File: src/rtl/core/rbi_pkg.sv
// Shared types and constants for the ray/box intersection block.
package rbi_pkg;

  localparam int CoordWidth  = 16;
  localparam int TFracBits   = 16;
  localparam int TWidth      = TFracBits + 1;
  localparam int CfgIdxWidth = 3;
  localparam int NumAxes     = 3;

  typedef logic signed [CoordWidth-1:0] coord_t;
  typedef logic [TWidth-1:0]            tval_t;

  typedef enum logic [1:0] {
    StatusMiss   = 2'd0,
    StatusInside = 2'd1,
    StatusHit    = 2'd2
  } status_e;

  typedef enum logic [CfgIdxWidth-1:0] {
    CfgMinX = 3'd0,
    CfgMinY = 3'd1,
    CfgMinZ = 3'd2,
    CfgMaxX = 3'd3,
    CfgMaxY = 3'd4,
    CfgMaxZ = 3'd5
  } cfg_idx_e;

  localparam coord_t BoxMinReset = coord_t'(4991);
  localparam coord_t BoxMaxReset = coord_t'(-4991);

  typedef struct packed {
    coord_t origin_x;
    coord_t origin_y;
    coord_t origin_z;
    coord_t delta_x;
    coord_t delta_y;
    coord_t delta_z;
  } ray_t;

  typedef struct packed {
    status_e hit_status;
    tval_t   hit_distance;
  } result_t;

  // What one axis lane hands to the merge stage.
  typedef struct packed {
    logic   miss;
    logic   face;
    coord_t o;
    coord_t d;
    tval_t  t;
  } lane_out_t;

endpackage

File: src/rtl/core/rbi_lane.sv
// One axis lane: slab classification followed by a pipelined restoring divider.
module rbi_lane (
  input  logic               clk_i,
  input  logic               adv_i,
  input  rbi_pkg::coord_t    origin_i,
  input  rbi_pkg::coord_t    delta_i,
  input  rbi_pkg::coord_t    lo_i,
  input  rbi_pkg::coord_t    hi_i,
  output rbi_pkg::lane_out_t lane_o
);

  localparam int W      = rbi_pkg::CoordWidth;
  localparam int TW     = rbi_pkg::TWidth;
  localparam int NStage = TW + 1;

  logic signed [W:0] o_ext, d_ext, num_lo, num_hi, neg_hi, neg_d;
  logic              below, above, miss_c;
  logic [W-1:0]      mag_c, dv_c;

  assign o_ext  = {origin_i[W-1], origin_i};
  assign d_ext  = {delta_i[W-1], delta_i};
  assign num_lo = {lo_i[W-1], lo_i} - o_ext;
  assign num_hi = {hi_i[W-1], hi_i} - o_ext;
  assign neg_hi = -num_hi;
  assign neg_d  = -d_ext;
  assign below  = origin_i < lo_i;
  assign above  = origin_i > hi_i;

  always_comb begin
    miss_c = 1'b0;
    mag_c  = '0;
    dv_c   = '0;
    if (below) begin
      miss_c = num_lo > d_ext;
      mag_c  = num_lo[W-1:0];
      dv_c   = d_ext[W-1:0];
    end else if (above) begin
      miss_c = num_hi < d_ext;
      mag_c  = neg_hi[W-1:0];
      dv_c   = neg_d[W-1:0];
    end
  end

  logic [W:0]             rem_q  [NStage];
  logic [W-1:0]           dv_q   [NStage];
  logic [TW-1:0]          quo_q  [NStage];
  rbi_pkg::coord_t        o_q    [NStage];
  rbi_pkg::coord_t        d_q    [NStage];
  logic                   miss_q [NStage];
  logic                   face_q [NStage];

  always_ff @(posedge clk_i) begin
    if (adv_i) begin
      rem_q[0]  <= {1'b0, mag_c};
      dv_q[0]   <= dv_c;
      quo_q[0]  <= '0;
      o_q[0]    <= origin_i;
      d_q[0]    <= delta_i;
      miss_q[0] <= miss_c;
      face_q[0] <= below | above;
    end
  end

  // One quotient bit per stage, most significant first.
  for (genvar s = 1; s < NStage; s++) begin : g_div
    logic         bit_c;
    logic [W:0]   diff_c;
    logic [W:0]   rem_d;
    assign bit_c  = rem_q[s-1] >= {1'b0, dv_q[s-1]};
    assign diff_c = bit_c ? (rem_q[s-1] - {1'b0, dv_q[s-1]}) : rem_q[s-1];
    assign rem_d  = {diff_c[W-1:0], 1'b0};

    always_ff @(posedge clk_i) begin
      if (adv_i) begin
        rem_q[s]  <= rem_d;
        dv_q[s]   <= dv_q[s-1];
        quo_q[s]  <= {quo_q[s-1][TW-2:0], bit_c};
        o_q[s]    <= o_q[s-1];
        d_q[s]    <= d_q[s-1];
        miss_q[s] <= miss_q[s-1];
        face_q[s] <= face_q[s-1];
      end
    end
  end

  assign lane_o.miss = miss_q[NStage-1];
  assign lane_o.face = face_q[NStage-1];
  assign lane_o.o    = o_q[NStage-1];
  assign lane_o.d    = d_q[NStage-1];
  assign lane_o.t    = quo_q[NStage-1];

endmodule

File: config.mk
export PLATFORM = sky130hd
export DESIGN_NAME = rbi_lane
export DESIGN_NICKNAME = d
export VERILOG_FILES = /design/src/rtl/core/rbi_pkg.sv /design/src/rtl/core/rbi_lane.sv
export SDC_FILE = /design/constraint.sdc
export NUM_CORES = 2
export LEC_CHECK = 0
export BUFFER_PORTS_ARGS = -buffer_cell sky130_fd_sc_hd__buf_2
export CORE_UTILIZATION = 50
export CTS_CLUSTER_DIAMETER = 200
export CTS_CLUSTER_SIZE = 10
export DETAILED_ROUTE_END_ITERATION = 7
export PLACE_DENSITY = 0.67
export SLEW_MARGIN = 20
export SYNTH_ARGS = -nofsm -noshare
export SYNTH_HDL_FRONTEND = slang
export SYNTH_SLANG_ARGS = --single-unit
File: constraint.sdc
create_clock -name clk_i -period 4.4 [get_ports clk_i]
set_input_delay 0.88 -clock clk_i [delete_from_list [all_inputs] [get_ports clk_i]]
set_output_delay 0.88 -clock clk_i [all_outputs]
set_load 0.05 [all_outputs]
==> out/metrics.csv <==
metric,value,unit
cts_tree,yes,
cp_max_fo,9,
synth_top_area_cell,edfxtp_1,
die_y,344,microns
clock_latency,0.76,ns
finalSetupTns,0,ns
drt_drc_violations_left,0,
viasPerCell,5.49,
slew-limit-headroom,33.1,%
dp_hpwl,78.2,mm
tightest_slew,1.00,ns
synth.most_common_cell,edfxtp_1,
path_cells,ha_1 > and4_1 > a21boi_0 > o311ai_0 > nand2_1 > a31oi_1 > a21oi_1 > buf_4 > mux2_2,
peakVddDrop,0.387,mV
synthTopCellsByArea,"edfxtp_1 (67%), ha_1 (7.2%), inv_1 (2.9%), a21oi_1 (2.2%), o21ai_0 (1.9%)",
grt_overflow_total,0,
fp.dieArea,119000,sq um
fmax,0.274,GHz
wl,110,mm
drtIter0Drc,2431,
min_path_type,input pin to flip-flop,
grt_max_degree,152,
crit_type,flip-flop to flip-flop,
rsz0062_at_grt,no,
ctsLongestPathBuffers,3,
wl_per_cell,18.2,microns
rows,125,
async_flop_share,0,%
critical_path_required,4.91,ns
avgSynthCellArea,13.8,sq um
drv_cap,0,
finalSetupViolCount,0,
drive_above_1_share,10.0,%
whs,0.307,ns
finalHoldViolCount,0,
first_global_vias,32886,
h-tree-depth,4,
port_buffers,116,
clk_pin_slew,0.06,ns
nets,4929,
hold_buffers,0,
p_per_area,634,nW/um^2
fin_crit_sh,82.9,%
io-pin-count,117,
ys_types,77,
power_leakage,0.0254,uW
synth-seq-area-share,67.1,%
syn_to_final_growth,11.9,%
ant_nets,0,
drtPass1Iterations,5,
slowest_delay,0.73,ns
postCtsSetupBuffers,0,
cts_sinks,1309,
finalCriticalPeriod,3.65,ns
synth_fp_nets,4669,
antenna_found_initial,9,
cp-start-kind,flip-flop,
synthesis.area,58600,sq um
gp_congestion,0.904,
via_count,33212,
root_buffer,clkbuf_16,
initial_utilization,50.4,%
synth_edf_count,1309,
netlist_top_cells_count,"edfxtp_1 (1,309), inv_1 (452), ha_1 (338)",
fin_util,56.4,%
post_cts_resized,0,
fillers,9272,
die_width,344,microns
ys_ff_latch,1309,
power,41500,uW
status,finished clean,
report.final.slew_viol_count,0,
synth_top_area_share,67.1,%
grt_pass1_wl,176,mm
core,116000,sq um
worst_setup_path_end_kind,flip-flop,
yosysWarningCount,0,
track_usage,19.0,%
finalClockSkew,0.0485,ns
synthFlopType,edfxtp_1,
netlist_instances,4247,
arrival,4.16,ns
cts_buffers,148,
crit_path_top_delay_cell,a21oi_1,
logic make-up after synthesis:
| group | synth area share, % |
|---|---|
| AO/OA/AOI/OAI | 9.94 |
| XOR/XNOR | 2.61 |
| adder cells (fa/ha/maj) | 7.83 |
| buffers and inverters | 3.30 |
| flip-flops | 67.1 |
| multiplexers | 1.78 |
| AND/OR/NAND/NOR | 7.47 |
worst max-delay path: cells and delay by family, from the launching register on:
family	cells	cell delay [ns]
AO/OA/AOI/OAI	4	1.44
AND/OR/NAND/NOR	2	0.48
flip-flops	1	0.40
adder cells (fa/ha/maj)	1	0.38
multiplexers	1	0.36
buffers and inverters	1	0.32
sequential cells by signal, indices dropped and copies added (netlist names):
register  count
o_q         288
d_q         288
dv_q        272
rem_q       272
quo_q       153
face_q       18
miss_q       18
cell type report:
class	instances	area, sq um	area share [%]
antenna	5	12.5	0.0191
clock buffer	149	3710	5.65
clock inverter	15	413	0.630
inverter	456	1710	2.61
multi-input combinational	2426	17400	26.5
sequential	1309	39300	60.0
tap	1524	1910	2.91
timing repair buffer	166	1130	1.73
layer usage:
| metal | global-route usage, % | part of all wire [%] |
|---|---|---|
| met1 | 25.1 | 44 |
| met2 | 31.9 | 49 |
| met3 | 3.05 | 3.9 |
| met4 | 6.56 | 2.8 |
| met5 | 0 | 0 |
per-stage QoR:
step                      std cells  worst slack, ns  area (sq um)
final                          6050            0.754         65600
after global routing           6050            0.463         65600
after CTS                      6045            0.784         65600
after detailed placement       5881           0.0164         61400
after global placement         5881           0.0283         61400
after floorplan                4247            0.445         58600
placed cells by master (no fill, tap or decap), types with 52 or more instances in the layout:
cell type	instances
a21o_1	78
clkbuf_16	148
nor2_1	187
edfxtp_1	1309
nor2b_1	65
nand2_1	261
ha_1	338
nand3_1	57
xnor2_1	99
nor3_1	81
inv_1	452
o21ai_0	227
nand4_1	52
mux2_2	82
o31ai_1	55
buf_2	115
a21oi_1	252
xor2_1	74
path summary, 6_finish.rpt:
check,startpoint,depth (start not counted),endpoint,slack [ns]
max,rem_q[1][5],9,rem_q[2][7],0.75
min,origin_i[7],1,o_q[0][7],0.31
min reg2reg,quo_q[15][9],0,quo_q[16][10],0.39
max reg2reg,rem_q[1][5],9,rem_q[2][7],0.75
report_power, final:
group / internal, uW / switching [uW] / total (uW) / leakage, uW
clock: 6050 / 4670 / 10700 / 0.00199
combinational: 5600 / 7580 / 13200 / 0.0106
sequential: 16600 / 1010 / 17600 / 0.0128
Power figures use the tool's default switching activity.
